`config.mk`:
```
export PLATFORM = sky130hd
export DESIGN_NAME = channel_membership_set
export DESIGN_NICKNAME = d
export VERILOG_FILES = /design/src/rtl/chms_pkg.sv /design/src/rtl/channel_membership_set.sv /design/src/rtl/chms_dp.sv /design/src/rtl/chms_ctrl.sv
export SDC_FILE = /design/constraint.sdc
export NUM_CORES = 1
export LEC_CHECK = 0
export BUFFER_PORTS_ARGS = -buffer_cell sky130_fd_sc_hd__buf_2
export CAP_MARGIN = 10
export CORE_ASPECT_RATIO = 0.6
export CORE_UTILIZATION = 56
export CTS_CLUSTER_SIZE = 24
export DETAILED_ROUTE_END_ITERATION = 8
export MAX_ROUTING_LAYER = met4
export PLACE_DENSITY = 0.74
export REMOVE_ABC_BUFFERS = 1
export SETUP_SLACK_MARGIN = 0.3
export SLEW_MARGIN = 20
export SYNTH_ARGS = -nofsm -noshare
export SYNTH_HDL_FRONTEND = slang
export SYNTH_SLANG_ARGS = --single-unit
```
`constraint.sdc`:
```
create_clock -name clk -period 4.69 [get_ports clk]
set_clock_uncertainty 0.05 [all_clocks]
set_input_delay 0.469 -clock clk [delete_from_list [all_inputs] [get_ports clk]]
set_output_delay 0.469 -clock clk [all_outputs]
set_load 0.005 [all_outputs]
```
`src/rtl/chms_pkg.sv`:
```
// Shared types and constants for the channel membership set.
package chms_pkg;

  localparam int SLOTS        = 16;
  localparam int NODE_BITS    = 8;
  localparam int CHANNEL_BITS = 16;
  localparam int IDX_W        = $clog2(SLOTS);

  localparam int MODE_W       = 2;
  localparam int NODE_W       = 8;
  localparam int CHANNEL_W    = 16;
  localparam int IN_TDATA_W   = 32;
  localparam int OUT_TDATA_W  = 8;

  typedef enum logic [MODE_W-1:0] {
    MODE_CLEAR  = 2'd0,
    MODE_ADD    = 2'd1,
    MODE_REMOVE = 2'd2,
    MODE_TEST   = 2'd3
  } mode_t;

  // Commands from the controller to the datapath.
  typedef struct packed {
    logic load;
    logic clear;
    logic add_first;
    logic write_idx;
    logic grow;
    logic idx_inc;
    logic idx_dec;
    logic kill;
    logic set_top_idx;
    logic set_empty;
    logic res_load;
    logic res_found;
    logic res_status;
  } chms_cmd_t;

  // Status from the datapath to the controller.
  typedef struct packed {
    mode_t mode;
    logic  empty;
    logic  idx_lt_top;
    logic  idx_eq_top;
    logic  idx_zero;
    logic  top_full;
    logic  live_idx;
    logic  match;
  } chms_sts_t;

endpackage

```
`src/rtl/channel_membership_set.sv`:
```
// Top level of the channel membership set: a table of (node, channel) pairs.
// An operation on an empty set goes straight to the result; add walks past live slots
// to the first free slot below the high-water index, or else grows the top;
// test and remove scan the table slot by slot, and a remove of the top entry walks
// the index down to the next live slot.
// One item is in work at a time and a stalled result delays the next; reset empties the set.
module channel_membership_set (
  input  logic                             clk,
  input  logic                             rst_n,
  // Input channel.
  input  logic                             in_tvalid,
  output logic                             in_tready,
  input  logic [chms_pkg::IN_TDATA_W-1:0]  in_tdata,   // mode[1:0], node[9:2], channel[25:10]
  // Result channel.
  output logic                             out_tvalid,
  input  logic                             out_tready,
  output logic [chms_pkg::OUT_TDATA_W-1:0] out_tdata   // found[0], status[1]
);

  // The controller walks a scan index over the slot table, one slot per step,
  // and the datapath reports the live bit and a compare of the registered read data at that index.
  chms_pkg::chms_cmd_t cmd;
  chms_pkg::chms_sts_t sts;
  logic                res_found;
  logic                res_status;

  chms_ctrl u_ctrl (
    .clk        (clk),
    .rst_n      (rst_n),
    .in_tvalid  (in_tvalid),
    .in_tready  (in_tready),
    .out_tvalid (out_tvalid),
    .out_tready (out_tready),
    .sts        (sts),
    .cmd        (cmd)
  );

  // Input fields are unpacked here; the datapath keeps the low NODE_BITS and
  // CHANNEL_BITS of them as the key.
  chms_dp u_dp (
    .clk        (clk),
    .rst_n      (rst_n),
    .cmd        (cmd),
    .sts        (sts),
    .in_mode    (in_tdata[1:0]),
    .in_node    (in_tdata[9:2]),
    .in_channel (in_tdata[25:10]),
    .res_found  (res_found),
    .res_status (res_status)
  );

  // The result register in the datapath holds the finished transaction while
  // the next input transaction is taken.
  assign out_tdata = {6'b0, res_status, res_found};

endmodule

```
`src/rtl/chms_dp.sv`:
```
// Datapath: slot table, live bits, high-water index, scan index and result register.
module chms_dp (
  input  logic                              clk,
  input  logic                              rst_n,
  input  chms_pkg::chms_cmd_t               cmd,
  output chms_pkg::chms_sts_t               sts,
  input  logic [chms_pkg::MODE_W-1:0]       in_mode,
  input  logic [chms_pkg::NODE_W-1:0]       in_node,
  input  logic [chms_pkg::CHANNEL_W-1:0]    in_channel,
  output logic                              res_found,
  output logic                              res_status
);

  logic [chms_pkg::NODE_BITS-1:0]    mem_node    [chms_pkg::SLOTS];
  logic [chms_pkg::CHANNEL_BITS-1:0] mem_channel [chms_pkg::SLOTS];

  logic [chms_pkg::SLOTS-1:0]        live_r;
  logic [chms_pkg::IDX_W-1:0]        top_r;
  logic                              empty_r;
  logic [chms_pkg::IDX_W-1:0]        idx_r;
  chms_pkg::mode_t                   mode_r;
  logic [chms_pkg::NODE_BITS-1:0]    key_node_r;
  logic [chms_pkg::CHANNEL_BITS-1:0] key_channel_r;
  logic [chms_pkg::NODE_BITS-1:0]    rd_node_r;
  logic [chms_pkg::CHANNEL_BITS-1:0] rd_channel_r;
  logic                              found_r;
  logic                              status_r;

  logic                              wr_en;
  logic [chms_pkg::IDX_W-1:0]        wr_addr;
  logic [chms_pkg::IDX_W-1:0]        top_inc;

  assign top_inc = chms_pkg::IDX_W'(top_r + 1'b1);
  assign wr_en   = cmd.add_first | cmd.write_idx | cmd.grow;

  always_comb begin
    priority if (cmd.add_first) begin
      wr_addr = '0;
    end else if (cmd.grow) begin
      wr_addr = top_inc;
    end else begin
      wr_addr = idx_r;
    end
  end

  // Slot table; read data is registered at the scan index every cycle.
  always_ff @(posedge clk) begin
    if (wr_en) begin
      mem_node[wr_addr]    <= key_node_r;
      mem_channel[wr_addr] <= key_channel_r;
    end
    rd_node_r    <= mem_node[idx_r];
    rd_channel_r <= mem_channel[idx_r];
  end

  // Captured operation, scan index and result register.
  always_ff @(posedge clk) begin
    if (cmd.load) begin
      mode_r        <= chms_pkg::mode_t'(in_mode);
      key_node_r    <= in_node[chms_pkg::NODE_BITS-1:0];
      key_channel_r <= in_channel[chms_pkg::CHANNEL_BITS-1:0];
      idx_r         <= '0;
    end else if (cmd.idx_inc) begin
      idx_r <= chms_pkg::IDX_W'(idx_r + 1'b1);
    end else if (cmd.idx_dec) begin
      idx_r <= chms_pkg::IDX_W'(idx_r - 1'b1);
    end
    if (cmd.res_load) begin
      found_r  <= cmd.res_found;
      status_r <= cmd.res_status;
    end
  end

  // Set state.
  always_ff @(posedge clk) begin
    if (!rst_n) begin
      live_r  <= '0;
      top_r   <= '0;
      empty_r <= 1'b1;
    end else begin
      if (cmd.clear) begin
        live_r  <= '0;
        top_r   <= '0;
        empty_r <= 1'b1;
      end else if (cmd.add_first) begin
        live_r[0] <= 1'b1;
        top_r     <= '0;
        empty_r   <= 1'b0;
      end else if (cmd.write_idx) begin
        live_r[idx_r] <= 1'b1;
      end else if (cmd.grow) begin
        live_r[top_inc] <= 1'b1;
        top_r           <= top_inc;
      end else if (cmd.kill) begin
        live_r[idx_r] <= 1'b0;
        if (cmd.set_empty) begin
          top_r   <= '0;
          empty_r <= 1'b1;
        end
      end else if (cmd.set_top_idx) begin
        top_r <= idx_r;
      end else if (cmd.set_empty) begin
        top_r   <= '0;
        empty_r <= 1'b1;
      end
    end
  end

  always_comb begin
    sts.mode       = mode_r;
    sts.empty      = empty_r;
    sts.idx_lt_top = (idx_r < top_r);
    sts.idx_eq_top = (idx_r == top_r);
    sts.idx_zero   = (idx_r == '0);
    sts.top_full   = (top_r == chms_pkg::IDX_W'(chms_pkg::SLOTS - 1));
    sts.live_idx   = live_r[idx_r];
    sts.match      = live_r[idx_r] && (rd_node_r == key_node_r) &&
                     (rd_channel_r == key_channel_r);
  end

  assign res_found  = found_r;
  assign res_status = status_r;

endmodule

```
`src/rtl/chms_ctrl.sv`:
```
// Controller: sequences each operation over the slot table and owns the handshakes.
module chms_ctrl (
  input  logic                 clk,
  input  logic                 rst_n,
  input  logic                 in_tvalid,
  output logic                 in_tready,
  output logic                 out_tvalid,
  input  logic                 out_tready,
  input  chms_pkg::chms_sts_t  sts,
  output chms_pkg::chms_cmd_t  cmd
);

  typedef enum logic [2:0] {
    S_IDLE,
    S_DISPATCH,
    S_FREE,
    S_SCAN,
    S_CMP,
    S_DOWN,
    S_DONE
  } state_t;

  state_t state_r, state_nxt;
  logic   out_valid_r;
  logic   found_r, found_nxt;
  logic   status_r, status_nxt;

  assign in_tready  = (state_r == S_IDLE);
  assign out_tvalid = out_valid_r;

  always_comb begin
    cmd        = '0;
    state_nxt  = state_r;
    found_nxt  = found_r;
    status_nxt = status_r;
    unique case (state_r)
      S_IDLE: begin
        if (in_tvalid) begin
          cmd.load   = 1'b1;
          found_nxt  = 1'b0;
          status_nxt = 1'b0;
          state_nxt  = S_DISPATCH;
        end
      end
      S_DISPATCH: begin
        unique case (sts.mode)
          chms_pkg::MODE_CLEAR: begin
            cmd.clear = 1'b1;
            state_nxt = S_DONE;
          end
          chms_pkg::MODE_ADD: begin
            if (sts.empty) begin
              cmd.add_first = 1'b1;
              state_nxt     = S_DONE;
            end else begin
              state_nxt = S_FREE;
            end
          end
          chms_pkg::MODE_REMOVE, chms_pkg::MODE_TEST: begin
            state_nxt = sts.empty ? S_DONE : S_SCAN;
          end
          default: state_nxt = S_DONE;
        endcase
      end
      S_FREE: begin
        if (sts.idx_lt_top) begin
          if (!sts.live_idx) begin
            cmd.write_idx = 1'b1;
            state_nxt     = S_DONE;
          end else begin
            cmd.idx_inc = 1'b1;
          end
        end else if (sts.top_full) begin
          status_nxt = 1'b1;
          state_nxt  = S_DONE;
        end else begin
          cmd.grow  = 1'b1;
          state_nxt = S_DONE;
        end
      end
      S_SCAN: begin
        state_nxt = S_CMP;
      end
      S_CMP: begin
        if (sts.match) begin
          if (sts.mode == chms_pkg::MODE_TEST) begin
            found_nxt = 1'b1;
            state_nxt = S_DONE;
          end else begin
            cmd.kill = 1'b1;
            if (sts.idx_eq_top && sts.idx_zero) begin
              cmd.set_empty = 1'b1;
              state_nxt     = S_DONE;
            end else if (sts.idx_eq_top) begin
              cmd.idx_dec = 1'b1;
              state_nxt   = S_DOWN;
            end else begin
              state_nxt = S_DONE;
            end
          end
        end else if (sts.idx_eq_top) begin
          state_nxt = S_DONE;
        end else begin
          cmd.idx_inc = 1'b1;
          state_nxt   = S_SCAN;
        end
      end
      S_DOWN: begin
        if (sts.live_idx) begin
          cmd.set_top_idx = 1'b1;
          state_nxt       = S_DONE;
        end else if (sts.idx_zero) begin
          cmd.set_empty = 1'b1;
          state_nxt     = S_DONE;
        end else begin
          cmd.idx_dec = 1'b1;
        end
      end
      S_DONE: begin
        if (!out_valid_r || out_tready) begin
          cmd.res_load   = 1'b1;
          cmd.res_found  = found_r;
          cmd.res_status = status_r;
          state_nxt      = S_IDLE;
        end
      end
      default: state_nxt = S_IDLE;
    endcase
  end

  always_ff @(posedge clk) begin
    if (!rst_n) begin
      state_r     <= S_IDLE;
      out_valid_r <= 1'b0;
      found_r     <= 1'b0;
      status_r    <= 1'b0;
    end else begin
      state_r  <= state_nxt;
      found_r  <= found_nxt;
      status_r <= status_nxt;
      if (cmd.res_load) begin
        out_valid_r <= 1'b1;
      end else if (out_tready) begin
        out_valid_r <= 1'b0;
      end
    end
  end

endmodule

```
After elaboration in Yosys (flattened, before gate mapping)
Memory sizes are Yosys's and may differ from the RTL's. A register that Yosys moved wholly into a read port is not among the register bits. Cells that the tools add are included.

Register bits after elaboration: 59. Bits in latches: 0. RAM bits: 384. Memory bits (read-only): 0. Input port bits: 36. Output and inout port bits: 10. Logic and storage cells: 164. Memories: 2.

Memories: u_dp.mem_channel (depth 16, bits a word 16, rd ports 1, clocked after memory_dff 1, write ports 1, line chms_dp.sv:15) `logic [chms_pkg::CHANNEL_BITS-1:0] mem_channel [chms_pkg::SLOTS];`; u_dp.mem_node (depth 16, bits a word 8, rd ports 1, clocked after memory_dff 1, write ports 1, line chms_dp.sv:14) `logic [chms_pkg::NODE_BITS-1:0] mem_node [chms_pkg::SLOTS];`.

Add/sub/neg operators: 3. Multiply operators: 0. Div/mod/pow operators: 0. Magnitude comparators: 5. Equal/unequal tests: 24. Shift operators: 0. Multiplexer cells: 83. Bitwise gates (word level): 8. Reductions and logical operators: 25.

Operators by type and width (number): $mux 16 (3); $mux 1 (43); $mux 3 (13); $mux 4 (8); $or 16x16->16 (2); $pmux 3 s7 (1); $and 16x16->16 (1); $eq 16x16->1 (1); $not 16->16 (1); $mux 2 (6); $reduce_and 4->1 (3); $lt 4x5->1 const B (2); $pmux 1 s2 (5); $eq 3x3->1 const B (3); $pmux 3 s3 (1); $add 4x1->4 const B (2); $demux 1 s4 (2); $eq 8x8->1 (1); $ge 4x1->1 const B (2); $ne 2x1->1 const B (4); $ne 2x2->1 const B (4); $reduce_bool 2->1 (4); $eq 3x2->1 const B (2); $ne 3x1->1 const B (2); 23 further kinds (32).

Longest topological paths before layout
Gate-level depths: netlist (run 1).

Depth after elaboration: 12. Depth in mapped cells: 16. Gate-level depth less buffers: 13.

Modules after synthesis
A second synthesis (run 1) with hierarchy kept.

Cells, all modules: 973. Area total of the unflattened synthesis: 18575.3 µm².

By module, submodules not included: chms_dp (instances 1, cells an instance 886, area each 17976.0 µm²); chms_ctrl (instances 1, cells an instance 78, area each 535.5 µm²); channel_membership_set (instances 1, cells an instance 9, area each 63.8 µm²).

Least setup slack after synthesis (run 1)
No wires, ideal clock.

Kind: reg2reg. Start: reg u_dp.idx_r[0] (netlist name). End: mem u_dp.mem_channel[8][0] (netlist name), enable pin. Library setup time: 405 ps. Data arrival time: 3949 ps. Data required time: 4235 ps. Setup slack: 287 ps. Cell stages (with the launch flop): 13. Path buffers: 3. Period minus slack after synthesis: 4403 ps. Cell sequence: dfxtp_1 > buf_6 > clkbuf_1 > buf_1 > inv_1 > ha_1 > nor2b_1 > o211ai_1 > a211oi_1 > mux2i_1 > nand3_1 > o311a_1 > nor2_1.

Cells in the longest elaborated chain, start to end: 9. Elaborated cells on any way between the ends: 13. Those cells by class: 1 x order compare; 10 x mux; 2 x bitwise.

Ends and longest elaborated chain: start: declaration (line chms_dp.sv:20) `logic [chms_pkg::IDX_W-1:0] idx_r;`; start signal: assignment (line chms_dp.sv:64) `idx_r <= chms_pkg::IDX_W'(idx_r + 1'b1);`; start signal: assignment (line chms_dp.sv:66) `idx_r <= chms_pkg::IDX_W'(idx_r - 1'b1);`; $bmux 1 s4 (line chms_dp.sv:116) `sts.live_idx = live_r[idx_r];`; $mux 1 (not written as such) (line chms_dp.sv:116); $mux 1 (line chms_ctrl.sv:67) `if (!sts.live_idx) begin`; $mux 1 (line chms_ctrl.sv:66) `if (sts.idx_lt_top) begin`; $mux 2 (line chms_ctrl.sv:36) `unique case (state_r)`; $or 1x1->1 (2 in series) (line chms_dp.sv:34) `assign wr_en = cmd.add_first | cmd.write_idx | cmd.grow;`; $mux 1 (line chms_dp.sv:48) `if (wr_en) begin`; $mux 1 (not written as such) (line chms_dp.sv:50) `mem_channel[wr_addr] <= key_channel_r;`; end: declaration (line chms_dp.sv:15).

Several ways; a longest one is shown, not always the timed one. The select of a mux whose other input is x is not followed.

Worst setup path after layout (run 1)
Start: reg u_dp.idx_r[1] (netlist name). End: mem u_dp.mem_channel[1][10] (netlist name), enable pin.

Same word-level chain as after synthesis.

==> results of run 1 <==
[routing by layer]
layer	GRT usage (%)	wire length, µm	part of all wire (%)	vias up
met4	5.33	607	1.6	0
met2	33.9	16500	44	446
met1	36.3	16600	44	4670
met5	-	0	0	-
met3	5.64	3850	10	54
li1	-	-	-	3920
[state kept, by name, summed over array words and instances, names as in the netlist, 4 cells and up]
name and cells:
u_dp.key_channel_r 16, u_dp.rd_channel_r 16, u_dp.idx_r 4, u_dp.rd_node_r 8, u_dp.key_node_r 8, u_dp.live_r 16, u_dp.top_r 4, u_dp.mem_node 128
u_dp.mem_channel 256
[critical path, cell delays in order, from the launching register on]
cell and delay [ns]:
dfxtp_4 0.75, ha_1 0.26, nor2b_1 0.13, o211ai_1 0.15, a211oi_1 0.79, mux2i_1 0.38
a31oi_1 0.37, nor2_4 0.54, buf_12 0.24
[logic make-up after synthesis]
kind of cell    Yosys count
other cells               1
xor+xnor                 28
mux                     128
compound gates           90
fa+ha+maj                11
buf+inv                  61
simple gates            142
flops                   467
[metrics by stage]
stage          setup slack (ns)  std cells  instance area (µm²)  total power [mW]  hold WS (ns)
5_1_grt                   0.455       1443                20600              12.5        0.0140
6_report                  0.691       1443                20600              12.0        0.0323
4_1_cts                   0.751       1443                20600              12.0        0.0138
2_1_floorplan             -3.77        885                18100              7.69         0.389
3_5_place_dp              0.768       1365                19200              8.50         0.414
3_3_place_gp              0.834       1365                19200              8.44         0.405
[final cells by class]
cell class / instances / area share [%]
flip-flops and latches: 467 / 65.4
multi-input cells: 405 / 22.6
clock buffers: 60 / 5.67
well taps: 416 / 2.53
repair buffers: 64 / 2.29
clock inverters: 18 / 1.26
inverters: 13 / 0.237
[placed cells by master (no fill, tap or decap), types with 5 or more instances in the layout]
cell,synthesis,final
nand2b_1,6,6
xnor2_1,27,27
bufinv_16,0,6
inv_1,13,13
mux4_2,124,124
a31oi_1,9,9
o31ai_1,5,5
a21oi_1,19,19
nor3_1,12,12
nand3_1,9,9
nor2b_1,5,5
dfxtp_1,55,51
nor2_1,47,31
nand4_1,11,11
clkbuf_1,24,13
o21ai_0,14,14
buf_12,0,6
nand2_1,36,36
edfxtp_1,412,412
clkbuf_8,0,5
clkbuf_16,0,42
conb_1,1,6
buf_4,9,25
buf_2,4,33
nor2_4,0,16
ha_1,10,10
[synth_stat cells, types with 4 or more instances]
| cell type | number |
|---|---|
| ha_1 | 10 |
| nor2_1 | 47 |
| inv_1 | 13 |
| mux2i_1 | 4 |
| edfxtp_1 | 412 |
| o31ai_1 | 5 |
| nor3_1 | 12 |
| clkbuf_1 | 24 |
| nor2b_1 | 5 |
| xnor2_1 | 27 |
| a32oi_1 | 4 |
| a21oi_1 | 19 |
| mux4_2 | 124 |
| nand2b_1 | 6 |
| buf_2 | 4 |
| a31oi_1 | 9 |
| o21ai_0 | 14 |
| nand4_1 | 11 |
| buf_4 | 9 |
| buf_1 | 10 |
| dfxtp_1 | 55 |
| a22oi_1 | 4 |
| o41ai_1 | 4 |
| nand2_1 | 36 |
| nand3_1 | 9 |
[power groups by stage]
| stage | clock network (mW) | registers, mW | logic [mW] |
|---|---|---|---|
| global placement | 0 | 5.81 | 2.62 |
| floorplan | 0 | 5.85 | 1.84 |
| CTS | 3.60 | 5.76 | 2.68 |
| detailed placement | 0 | 5.85 | 2.65 |
| finish | 3.54 | 5.77 | 2.67 |
| global route | 3.76 | 5.83 | 2.87 |
[how the worst max path moves through the flow]
stage             startpoint                 endpoint  slack [ns]  cells past startpoint
5_1_grt        u_dp.idx_r[1]  u_dp.mem_channel[1][10]        0.46                      8
3_3_place_gp   u_dp.idx_r[1]  u_dp.mem_channel[1][13]        0.83                      8
3_5_place_dp   u_dp.idx_r[1]  u_dp.mem_channel[1][13]        0.77                      8
2_1_floorplan  u_dp.idx_r[0]  u_dp.mem_channel[13][0]       -3.77                      8
6_report       u_dp.idx_r[1]  u_dp.mem_channel[1][10]        0.69                      8
4_1_cts        u_dp.idx_r[1]  u_dp.mem_channel[1][10]        0.75                      8
==> flow_summary.yaml, run 1 <==
synthesis:
  synth_warnings: 0
  syn_inst: 928
  synthFlopType: "edfxtp_1"
  synthAdderAreaFrac_pct: 0.795
  async_reset_ff_share_pct: 0
  synth_xor_area_share_pct: 1.34
  ys_ff_latch: 467
  synth_top_family_by_area: "multiplexers"
  synth_compound_area_share_pct: 3.45
  synth.area.mux_share_pct: 15.5
  yosysSeqAreaShare_pct: 73.8
  yosys.area_share.simple_pct: 3.62
  synth_top_area_share_pct: 67.7
  ys_types: 58
  netlist.top_cell.by_area: "edfxtp_1"
  synth_area_um2: 18300
  synth_edf_count: 412
  synth_area_leaders: "edfxtp_1 (68%), mux4_2 (15%), dfxtp_1 (6.0%)"
  synthesis.area_per_instance_um2: 19.7
clocking:
  h-tree-depth: 2
  cts_root_buffer: "clkbuf_16"
  cts_resized: 0
  cts_setup_buffers: 0
  holdBufCountCts: 0
  numCtsBuffers: 42
  cts_tree: "done"
  clock-sinks: 467
  clk_latency_ns: 0.56
  path_clk_slew_ns: 0.07
  cts_buffer_depth: 3
layout:
  multi_input_area_um2: 4660
  drive_gt1_share_pct: 27.2
  syn_to_final_growth_pct: 12.8
  nets: 1040
  fin_util_pct: 65.1
  regArea_um2: 13500
  nFillCells: 2081
  diodes: 0
grt:
  grt_pass1_vias: 8872
  grt.total_usage_pct: 24.1
  grt_pass1_wl_mm: 56.5
  grt-ovfl-total: 0
  antenna_found_initial: 0
  grt_max_degree: 108
place:
  numPortBuffers: 33
  dp_hpwl_mm: 21.5
  globalplace.congestion: 0.888
timing:
  finalSetupViolCount: 0
  min_period_over_period_pct: 85.3
  maxSlewViolCount: 0
  hold_viol: 0
  fmax_ghz: 0.250
  slew_headroom_pct: 30.2
  finalCriticalPeriod_ns: 4.00
  rsz0062_at_grt: "no"
  tightest_slew_ns: 1.05
  final.setup.tns_ns: 0
floorplan:
  rows: 50
  die_h_um: 142
  core_um2: 31700
  io-pin-count: 46
  dieArea_um2: 33400
  start_util_pct: 57.7
  die_x_um: 235
drt:
  drc: 0
  dr_total_vias: 9090
  dr.pass1.iters: 5
  drtAntennaViolNets: 0
  routed_via_density: 6.30
  drt_wl_total_mm: 37.6
  wl_per_cell_um: 26.0
  first_iter_violations: 1089
hold_path:
  hold_depth: 1
  holdPathEnd: "u_dp.mode_r[1]"
  holdCritStartpoint: "in_tdata[1]"
  hold_class: "primary input to register"
power:
  leakage_nw: 6.40
  ir_drop_mv: 0.346
  pwr-share-clk_pct: 29.5
  seqPwrFrac_pct: 48.1
  p_comb_share_pct: 22.3
  power_density_nw_per_um2: 581
  p_sw_share_pct: 28.6
  power.internal_mw: 8.55
  p_sw_mw: 3.43
setup_path:
  worst_ep_arrival_time_ns: 4.19
  crit_type: "register to register"
  worstReg2RegEnd: "u_dp.mem_channel[1][10]"
  worstReg2RegStart: "u_dp.idx_r[1]"
  required_ns: 4.89
  worstSetupStartpointType: "register"
  reg2reg_depth: 8
  end_kind: "register"
  rrSetupSlack_ns: 0.69
  cp_max_fo: 46
run_status:
  status: "complete, no violations"
job:
  cap_violations: 0
(Power assumes the default switching activity.)
==> run 2, diff against run 1 <==
CORE_MARGIN = 2   (was default)
MAX_ROUTING_LAYER = default   (was met4)
==> run 2 against run 1 <==
Count of clock-buffer cells in the layout down 5. Largest power group unchanged. Utilization down 1.3 points. Cell area about the same. Die area up 2.3%. First-iteration DRC count down 8.4%. Flip-flop and latch count unchanged. Combinational power up 3%.
==> flow_summary.yaml, run 2 (synthesis results as in run 1) <==
floorplan:
  core_um2: 32300
  start_util_pct: 56.6
  io-pin-count: 46
  die_x_um: 237
  rows: 51
  dieArea_um2: 34100
  die_h_um: 144
clocking:
  cts_resized: 0
  numCtsBuffers: 41
  cts_tree: "done"
  cts_buffer_depth: 3
  holdBufCountCts: 0
  h-tree-depth: 2
  cts_root_buffer: "clkbuf_16"
  clock-sinks: 467
  clk_latency_ns: 0.56
  cts_setup_buffers: 0
  path_clk_slew_ns: 0.06
hold_path:
  hold_class: "primary input to register"
timing:
  min_period_over_period_pct: 80.0
  hold_viol: 0
  maxSlewViolCount: 0
  finalSetupViolCount: 0
  tightest_slew_ns: 1.08
  final.setup.tns_ns: 0
  rsz0062_at_grt: "no"
  fmax_ghz: 0.267
  finalCriticalPeriod_ns: 3.75
  slew_headroom_pct: 27.8
drt:
  dr_total_vias: 9143
  dr.pass1.iters: 5
  wl_per_cell_um: 26.6
  routed_via_density: 6.29
  drt_wl_total_mm: 38.7
  first_iter_violations: 998
  drc: 0
  drtAntennaViolNets: 0
layout:
  multi_input_area_um2: 4660
  fin_cells: 1453
  nets: 1044
  largest_register_ffs: 256
  top_regs: "u_dp.mem_channel x256, u_dp.mem_node x128"
  top_register: "u_dp.mem_channel"
  fin_util_pct: 63.8
  drive_gt1_share_pct: 28.0
  diodes: 0
  nFillCells: 2164
  mostFrequentLayoutCell: "edfxtp_1"
  final_cell_mix: "edfxtp_1 (412), mux4_2 (124), dfxtp_1 (51)"
  regArea_um2: 13500
  syn_to_final_growth_pct: 12.8
place:
  placed_cells_incl_taps: 1378
  globalplace.congestion: 0.908
  dp_hpwl_mm: 22.2
  numPortBuffers: 33
grt:
  antenna_found_initial: 0
  grt-ovfl-total: 0
  grt.total_usage_pct: 23.4
  grt_pass1_vias: 9016
  grt_pass1_wl_mm: 57.8
  grt_max_degree: 65
job:
  cap_violations: 0
run_status:
  status: "complete, no violations"
setup_path:
  worst_ep_arrival_time_ns: 3.86
  crit_type: "register to register"
  required_ns: 4.80
  end_kind: "register"
  cp_max_fo: 24
  worstSetupStartpointType: "register"
power:
  leakage_nw: 6.42
  ir_drop_mv: 0.482
  power_density_nw_per_um2: 580
==> run 2: final timing paths <==
check	end	slack, ns	from	depth (start not counted)
worst max-delay path	u_dp.mem_node[9][5]	0.94	u_dp.idx_r[3]	6
worst min-delay path	u_dp.key_channel_r[4]	0.04	in_tdata[14]	1
worst max register to register	u_dp.mem_node[9][5]	0.94	u_dp.idx_r[3]	6
worst min register to register	u_dp.live_r[2]	0.42	u_dp.live_r[2]	2
==> run 2: cell type report <==
class / count / share of cell area [%]
Timing Repair Buffer: 69 / 2.42
Multi-Input combinational cell: 405 / 22.6
Tap cell: 424 / 2.57
Inverter: 13 / 0.237
Sequential cell: 467 / 65.4
Clock inverter: 20 / 1.18
Clock buffer: 55 / 5.53
==> run 2: critical path, cell delays in order, from the launching register on <==
cell and delay, ns:
dfxtp_2 0.76, ha_1 0.29, o211ai_1 0.16, a211o_1 0.44
nor3_1 0.47, o21ai_0 0.31, nor2_4 0.88
==> run 2: metal layers <==
layer,GRT usage (%),wire (µm),vias to the layer above
met4,5.86,636,0
met1,35.6,17300,4723
li1,-,-,3932
met3,5.19,3330,58
met2,35.1,17400,430
met5,0,0,-
==> run 2: power breakdown <==
group | internal [mW] | total, mW | switching [mW]
logic | 1.26 | 2.74 | 1.48
registers | 5.22 | 5.75 | 0.534
clock network | 1.99 | 3.47 | 1.47
==> run 2: metrics by stage <==
stage / worst slack (ns) / cell area, µm² / hold slack, ns / power (mW)
2_1_floorplan: -3.77 / 18100 / 0.389 / 7.69
3_3_place_gp: 1.10 / 19200 / 0.399 / 8.48
3_5_place_dp: 0.964 / 19200 / 0.408 / 8.55
4_1_cts: 0.948 / 20600 / 0.0140 / 12.0
5_1_grt: 0.728 / 20600 / 0.0275 / 12.4
6_report: 0.938 / 20600 / 0.0353 / 12.0
